<file path="src/rtl/core/pet_pkg.sv">
// ----------------------------------------------------------------------------
// pet_pkg
// Shared types, sizes and saturation helpers for the extrapolation tableau.
// ----------------------------------------------------------------------------
package pet_pkg;

  // sizing
  localparam int NUM_VARS  = 64;
  localparam int MAX_STEPS = 64;
  localparam int VAR_W     = (NUM_VARS > 1) ? $clog2(NUM_VARS) : 1;
  localparam int STEP_W    = (MAX_STEPS > 1) ? $clog2(MAX_STEPS) : 1;
  localparam int DIV_W     = 64;
  localparam int DCNT_W    = $clog2(DIV_W + 1);

  // input beat
  typedef struct packed {
    logic [5:0]         estimate_index;
    logic [31:0]        step_measure;
    logic [5:0]         var_index;
    logic signed [31:0] estimate;
  } in_t;

  // result beat
  typedef struct packed {
    logic [5:0]         var_index_out;
    logic signed [31:0] extrapolated;
    logic signed [31:0] error_estimate;
    logic               saturated;
    logic               bad_step;
  } out_t;

  // controller to datapath
  typedef struct packed {
    logic load;
    logic start;
    logic rd;
    logic diff;
    logic mag;
    logic mula;
    logic mulb;
    logic addb;
    logic div_start;
    logic fin;
    logic final_wr;
    logic out_load;
  } cmd_t;

  // datapath to controller
  typedef struct packed {
    logic var_ok;
    logic pos_zero;
    logic last_col;
    logic div_done;
  } stat_t;

  // clipped value with its clip flag
  typedef struct packed {
    logic               clip;
    logic signed [31:0] val;
  } sat_t;

  // clip a 33-bit sum to 32 bits
  function automatic sat_t sat33(input logic signed [32:0] v);
    sat_t r;
    if (v[32] != v[31]) begin
      r.clip = 1'b1;
      r.val  = v[32] ? 32'sh8000_0000 : 32'sh7FFF_FFFF;
    end else begin
      r.clip = 1'b0;
      r.val  = v[31:0];
    end
    return r;
  endfunction

  // apply sign to an unsigned quotient, clipping to 32 bits
  function automatic sat_t fix_quo(input logic [63:0] q, input logic neg);
    sat_t r;
    r.clip = 1'b0;
    if (neg) begin
      if (q > 64'h8000_0000) begin
        r.clip = 1'b1;
        r.val  = 32'sh8000_0000;
      end else begin
        r.val  = ~q[31:0] + 32'd1;
      end
    end else begin
      if (q > 64'h7FFF_FFFF) begin
        r.clip = 1'b1;
        r.val  = 32'sh7FFF_FFFF;
      end else begin
        r.val  = q[31:0];
      end
    end
    return r;
  endfunction

endpackage

</file>
<file path="src/rtl/core/pet_ctrl.sv">
// ----------------------------------------------------------------------------
// pet_ctrl
// Sequencer: walks the tableau columns of one beat and drives the datapath.
// ----------------------------------------------------------------------------
module pet_ctrl (
  input  logic           clk,
  input  logic           rst_n,
  input  logic           in_valid,
  output logic           in_ready,
  output logic           out_valid,
  input  logic           out_ready,
  input  pet_pkg::stat_t st,
  output pet_pkg::cmd_t  cmd
);
  import pet_pkg::*;

  typedef enum logic [3:0] {
    S_IDLE, S_START, S_RD, S_DIFF, S_MAG, S_MULA, S_MULB, S_ADDB,
    S_DIVS, S_DIVW, S_FIN, S_FINAL, S_OUTL, S_OUT
  } state_t;

  state_t state_r;

  // state register
  always_ff @(posedge clk) begin
    if (!rst_n) begin
      state_r <= S_IDLE;
    end else begin
      case (state_r)
        S_IDLE:  if (in_valid) state_r <= S_START;
        S_START: state_r <= (!st.var_ok || st.pos_zero) ? S_OUTL : S_RD;
        S_RD:    state_r <= S_DIFF;
        S_DIFF:  state_r <= S_MAG;
        S_MAG:   state_r <= S_MULA;
        S_MULA:  state_r <= S_MULB;
        S_MULB:  state_r <= S_ADDB;
        S_ADDB:  state_r <= S_DIVS;
        S_DIVS:  state_r <= S_DIVW;
        S_DIVW:  if (st.div_done) state_r <= S_FIN;
        S_FIN:   state_r <= st.last_col ? S_FINAL : S_RD;
        S_FINAL: state_r <= S_OUTL;
        S_OUTL:  state_r <= S_OUT;
        S_OUT:   if (out_ready) state_r <= S_IDLE;
        default: state_r <= S_IDLE;
      endcase
    end
  end

  // command decode
  always_comb begin
    cmd           = '0;
    cmd.load      = (state_r == S_IDLE) && in_valid;
    cmd.start     = state_r == S_START;
    cmd.rd        = state_r == S_RD;
    cmd.diff      = state_r == S_DIFF;
    cmd.mag       = state_r == S_MAG;
    cmd.mula      = state_r == S_MULA;
    cmd.mulb      = state_r == S_MULB;
    cmd.addb      = state_r == S_ADDB;
    cmd.div_start = state_r == S_DIVS;
    cmd.fin       = state_r == S_FIN;
    cmd.final_wr  = state_r == S_FINAL;
    cmd.out_load  = state_r == S_OUTL;
  end

  assign in_ready  = state_r == S_IDLE;
  assign out_valid = state_r == S_OUT;

`ifndef NO_ASSERTIONS
  a_excl: assert property (@(posedge clk) disable iff (!rst_n)
    !(in_ready && out_valid)) else $error("input and result sides both open");
  a_done_wait: assert property (@(posedge clk) disable iff (!rst_n)
    st.div_done |-> state_r == S_DIVW) else $error("divider done out of step");
  a_last: assert property (@(posedge clk) disable iff (!rst_n)
    state_r == S_FIN && st.last_col |=> state_r == S_FINAL)
    else $error("last column not closed");
`endif

endmodule

</file>
<file path="config.mk">
export PLATFORM = sky130hd
export DESIGN_NAME = pet_ctrl
export DESIGN_NICKNAME = d
export VERILOG_FILES = /design/src/rtl/core/pet_pkg.sv /design/src/rtl/core/pet_ctrl.sv
export SDC_FILE = /design/constraint.sdc
export NUM_CORES = 1
export LEC_CHECK = 0
export BUFFER_PORTS_ARGS = -buffer_cell sky130_fd_sc_hd__buf_2
export CORE_AREA = 2 2 39 41
export DETAILED_ROUTE_END_ITERATION = 10
export DIE_AREA = 0 0 41 43
export HOLD_SLACK_MARGIN = 0.1
export PLACE_DENSITY = 0.53
export SETUP_SLACK_MARGIN = 0.5
export SYNTH_ARGS = -nofsm -noshare
export SYNTH_HDL_FRONTEND = slang
export SYNTH_SLANG_ARGS = --single-unit
</file>
<file path="constraint.sdc">
create_clock -name clk -period 3.9 [get_ports clk]
set_input_delay 0.39 -clock clk [delete_from_list [all_inputs] [get_ports clk]]
set_output_delay 0.39 -clock clk [all_outputs]
set_load 0.02 [all_outputs]
</file>
==> results of run 1 <==
metrics by stage:
step / worst slack (ns) / hold slack, ns
after floorplan: 1.92 / 0.507
after global placement: 2.28 / 0.654
after detailed placement: 2.25 / 0.643
after CTS: 2.05 / 0.412
after global routing: 1.95 / 0.412
final: 2.08 / 0.419
synthesized netlist by cell type, types with 2 or more instances:
cell type / n / area (sq um)
a211oi_1: 2 / 15.0
buf_2: 2 / 10.0
dfxtp_1: 4 / 80.1
inv_1: 2 / 7.51
nand2_1: 4 / 15.0
nand2b_1: 2 / 12.5
nor2_1: 10 / 37.5
nor3_1: 7 / 35.0
o21a_1: 3 / 22.5
logic make-up (layout without fill, tap and decap cells):
| logic type | count (synthesis) | in the layout | synth area share (%) |
|---|---|---|---|
| multiplexers | 1 | 1 | 2.68 |
| flip-flops | 4 | 4 | 21.5 |
| AND/OR/NAND/NOR | 33 | 33 | 47.3 |
| AO/OA/AOI/OAI | 10 | 10 | 19.8 |
| buffers and inverters | 6 | 26 | 8.72 |
critical path, delay by kind of cell (launching register included):
family                 cells  cell delay [ns]
and+or+nand+nor            3             0.68
DFF                        1             0.36
buffers and inverters      1             0.15
worst paths after layout:
check                                             start                 endpoint  slack (ns)
worst min-delay path                              rst_n  state_r[0]$_SDFFE_PN0P_        0.42
worst max register to register  state_r[2]$_SDFFE_PN0P_  state_r[2]$_SDFFE_PN0P_        2.24
worst max-delay path            state_r[3]$_SDFFE_PN0P_                  cmd[11]        2.08
worst min register to register  state_r[1]$_SDFFE_PN0P_  state_r[1]$_SDFFE_PN0P_        0.66
layout by cell type, fill, tap and decap left out, types with 2 or more instances in the layout:
cell type  count
a211oi_1       2
buf_2         21
clkbuf_4       3
dfxtp_1        4
inv_1          2
nand2_1        4
nand2b_1       2
nor2_1        10
nor3_1         7
o21a_1         3
metal layers:
metal	GRT usage [%]	up-vias	routed length, um
li1	-	227	-
met1	15.1	190	420
met2	18.4	11	444
met3	3.14	0	62
met4	6.00	0	0
met5	0	-	0
power by group:
part / internal [W] / leakage, nW / switching, W
Sequential: 0.0000549 / 0.0329 / 0.0000357
Clock: 0.0000344 / 0.0138 / 0.0000163
Combinational: 0.0000751 / 0.205 / 0.000101
cell type report:
type                    count  area [sq um]  area share, %
multi-input cells          44           260           52.5
repair buffers             21           105           21.2
inverters                   2          7.51           1.52
clock buffers               3          22.5           4.55
well taps                  16          20.0           4.04
flip-flops and latches      4          80.1           16.2
==> flow_metrics.tcl, run 1 <==
set metrics [dict create \
    outcome "completed" \
    grt_pass1_vias 370 \
    fp.dieH_um 43 \
    cts.repair.resized 0 \
    worstPathArrival_ns 1.43 \
    seq_area_frac_synth_pct 21.5 \
    synthDistinctLibCells 27 \
    clock.fmax_mhz 550 \
    cts_sinks 4 \
    drive_gt1_share_pct 36.5 \
    finalCriticalPeriod_ns 1.82 \
    total_power_w 0.000318 \
    synth_edf_count 0 \
    max-vdd-ir-drop_uv 238 \
    die_x_um 41 \
    diodes 0 \
    ys_ff_latch 4 \
    postCtsSetupRepairBufs 0 \
    drt_iter0_markers 5 \
    initial_core_util_pct 26.9 \
    cp_slowest_stage_delay_ns 0.36 \
    cts_hold_buf 0 \
    ant_nets 0 \
    critPathSlowestCell "dfxtp_1" \
    relSlewSlack_pct 70.5 \
    fillCellCount 160 \
    wl_per_cell_um 10.3 \
    cp_max_fo 9 \
    worstMarginPinSlew_ns 0.443 \
    syn_to_final_growth_pct 32.9 \
    place.gp.congestion 0.707 \
    hold_depth 2 \
    dr.pass1.iters 4 \
    start_kind "flip-flop" \
    ys_async_sr_fraction_pct 0 \
    die-area_sq_mm 0.00176 \
    ys_warn_count 0 \
    final_cell_count_no_fill 90 \
    finalHoldViolCount 0 \
    io_buffers 21 \
    coreArea_sq_mm 0.00138 \
    crit_type "flip-flop to output port" \
    syn_area_sq_um 373 \
    post_dp_cell_area_sq_um 473 \
    critical_path.endpoint_type "output port" \
    fin_area_sq_um 495 \
    clk_pin_slew_ns 0.03 \
    postRouteWirelength_um 927 \
    grt_pass1_wl_um 1460 \
    required_ns 3.51 \
    ys.flop_type "dfxtp_1" \
    syn_area_per_cell_sq_um 6.90 \
    worstPathCellList "or2_1 > nor3_1 > and2_1 > buf_2" \
    hold_class "primary input to flip-flop" \
    num-nets-final 84 \
    largest_reg_flops 4 \
    grt_antenna_before_repair 0 \
    root_buffer "clkbuf_4" \
    ios 22 \
    regMostFlops "state_r" \
    via_count 428 \
    finClkSkew_ns 0.00392 \
    synth_nets 62 \
    grt_max_degree 14 \
    worstSkewPairLatency_ns 0.23 \
    reg_top3 "state_r: 4 flops" \
    track_usage_pct 12.1 \
    finalSetupTns_ns 0 \
    overflow 0 \
    maxSlewViolCount 0 \
    rows 14 \
    numPlacedInstances 87 \
    fin_crit_sh_pct 46.6 \
    cts_max_level 1 \
    p_leak_nw 0.252 \
    setup_viol 0 \
    fin_util_pct 35.8 \
    syn-instance-count 54 \
    p_per_area_mw_per_mm2 641 \
    drc 0 \
    post_drt_via_cell_ratio 4.76 \
    cts_tree "done" \
    clk_path_buf_depth 2 \
    dp_hpwl_um 739 \
    rsz0062_at_grt "false" \
    cap_violations 0 \
    r2r_cells 4 \
    cts_buffers 3 \
]
Note: power is estimated with default switching activity, not from simulation.
==> run 2: changes to the inputs <==
==> constraint.sdc (replaced) <==
create_clock -name clk -period 1.8 [get_ports clk]
set_input_delay 0.18 -clock clk [delete_from_list [all_inputs] [get_ports clk]]
set_output_delay 0.18 -clock clk [all_outputs]
set_load 0.02 [all_outputs]
==> run 2 against run 1 <==
Count of clock-buffer cells in the layout unchanged. Largest power group unchanged. Final cell count increased by 13%. First-iteration DRC count decreased by 40%.
==> flow_metrics.tcl, run 2 (same netlist as run 1, synthesis figures left out) <==
set metrics [dict create \
    crit_type "flip-flop to output port" \
    diodes 0 \
    finalSetupTns_ns 0 \
    cts_buffers 3 \
    dp_hpwl_um 851 \
    power.internal_w 0.000661 \
    finalHoldViolCount 0 \
    worstPathArrival_ns 1.26 \
    cts_hold_buf 0 \
    cap_violations 0 \
    grt_pass1_wl_um 2090 \
    final_common_cell "buf_4" \
    fin_hold_ws_ns 0.213 \
    postRouteWirelength_um 1350 \
    fin_util_pct 57.4 \
    fin_crit_sh_pct 79.9 \
    max-vdd-ir-drop_uv 559 \
    clkPwrFrac_pct 9.2 \
    drc 0 \
    start_kind "flip-flop" \
    cts_max_level 1 \
    grt_antenna_before_repair 0 \
    overflow 0 \
    required_ns 1.62 \
    cp_num_buf_inv 1 \
    grt_max_degree 10 \
    fillCellCount 134 \
    clock.fmax_mhz 695 \
    hold_class "primary input to flip-flop" \
    worstPathCellList "or2_4 > nor3_4 > and2_4 > buf_6" \
    cts_tree "done" \
    coreArea_sq_mm 0.00138 \
    p_sw_w 0.000500 \
    finClkSkew_ns 0.00218 \
    ios 22 \
    outcome "completed" \
    die_x_um 41 \
    via_count 519 \
    final_cell_mix "buf_4, buf_6, nor2_4, buf_2" \
    worstMarginPinSlew_ns 0.230 \
    clk_pin_slew_ns 0.04 \
    io_buffers 21 \
    initial_core_util_pct 26.9 \
    root_buffer "clkbuf_4" \
    syn_to_final_growth_pct 113 \
    rows 14 \
    pwr-share-seq_pct 16.6 \
    critical_path.endpoint_type "output port" \
    drive_gt1_share_pct 73.3 \
    ant_nets 0 \
    num-nets-final 96 \
    cts_sinks 4 \
    multi_input_area_sq_um 374 \
    clk_path_buf_depth 2 \
    p_comb_share_pct 74.2 \
    fp.dieH_um 43 \
    cp_slowest_stage_delay_ns 0.35 \
    setup_viol 0 \
    switching_share_pct 43.1 \
    finalCriticalPeriod_ns 1.44 \
    wl_per_cell_um 13.2 \
    die-area_sq_mm 0.00176 \
    rsz0062_at_grt "true" \
    relSlewSlack_pct 84.5 \
    place.gp.congestion 0.751 \
    drt_iter0_markers 3 \
    p_per_area_mw_per_mm2 1460 \
    layout.area.seq_sq_um 95.1 \
    maxSlewViolCount 0 \
    track_usage_pct 17.6 \
    largest_reg_flops 4 \
    critPathSlowestCell "dfxtp_4" \
    dr.pass1.iters 4 \
    cp_max_fo 5 \
    regMostFlops "state_r" \
    post_drt_via_cell_ratio 5.09 \
    worstSkewPairLatency_ns 0.23 \
    reg_top3 "state_r: 4 flops" \
    grt_pass1_vias 507 \
    p_leak_nw 0.349 \
    critPathTopFamily "simple AND/OR/NAND/NOR gates" \
]
==> run 2: routing by layer <==
layer | part of all wire [%] | up-vias | wire [um] | global-route usage (%)
li1 | - | 252 | - | -
met1 | 36 | 242 | 491 | 18.6
met2 | 56 | 21 | 757 | 29.1
met3 | 5.8 | 4 | 78 | 3.14
met4 | 1.6 | 0 | 22 | 12.0
met5 | 0 | - | 0 | 0
==> run 2: final cells by class <==
| class | instances | share of cell area (%) |
|---|---|---|
| tap | 16 | 2.52 |
| multi-input combinational | 44 | 47.1 |
| sequential | 4 | 12.0 |
| timing repair buffer | 33 | 34.6 |
| clock buffer | 3 | 2.83 |
| inverter | 2 | 0.945 |
==> run 2: worst paths after layout <==
| path | end | start | slack [ns] | cells past startpoint |
|---|---|---|---|---|
| worst max-delay path | cmd[11] | state_r[3]$_SDFFE_PN0P_ | 0.36 | 4 |
| worst min-delay path | state_r[2]$_SDFFE_PN0P_ | rst_n | 0.21 | 2 |
| worst max register to register | state_r[2]$_SDFFE_PN0P_ | state_r[0]$_SDFFE_PN0P_ | 0.41 | 4 |
| worst min register to register | state_r[1]$_SDFFE_PN0P_ | state_r[0]$_SDFFE_PN0P_ | 0.59 | 2 |
==> run 2: timing repair <==
item	in CTS	in global routing
endpoints found under the hold margin	0	0
resized for setup	30	27
setup endpoints to repair	16	16
buffers inserted	3	6
pin swaps	3	4
cloned	1	0
==> run 2: metrics by stage <==
| step | total power (W) | instances | setup WS [ns] | instance area (sq um) |
|---|---|---|---|---|
| after floorplan | 0.000567 | 54 | 0.415 | 402 |
| final | 0.00116 | 102 | 0.361 | 795 |
| after detailed placement | 0.000653 | 89 | 0.330 | 509 |
| after CTS | 0.000920 | 96 | 0.370 | 657 |
| after global routing | 0.00125 | 102 | 0.285 | 795 |
| after global placement | 0.000651 | 89 | 0.362 | 509 |
==> run 2: power groups by stage <==
stage	clock network, W	logic (W)	registers [W]
final	0.000107	0.000862	0.000193
after global routing	0.000125	0.000920	0.000201
after CTS	0.000112	0.000623	0.000186
after detailed placement	0	0.000479	0.000174
after global placement	0	0.000478	0.000172
after floorplan	0	0.000422	0.000145
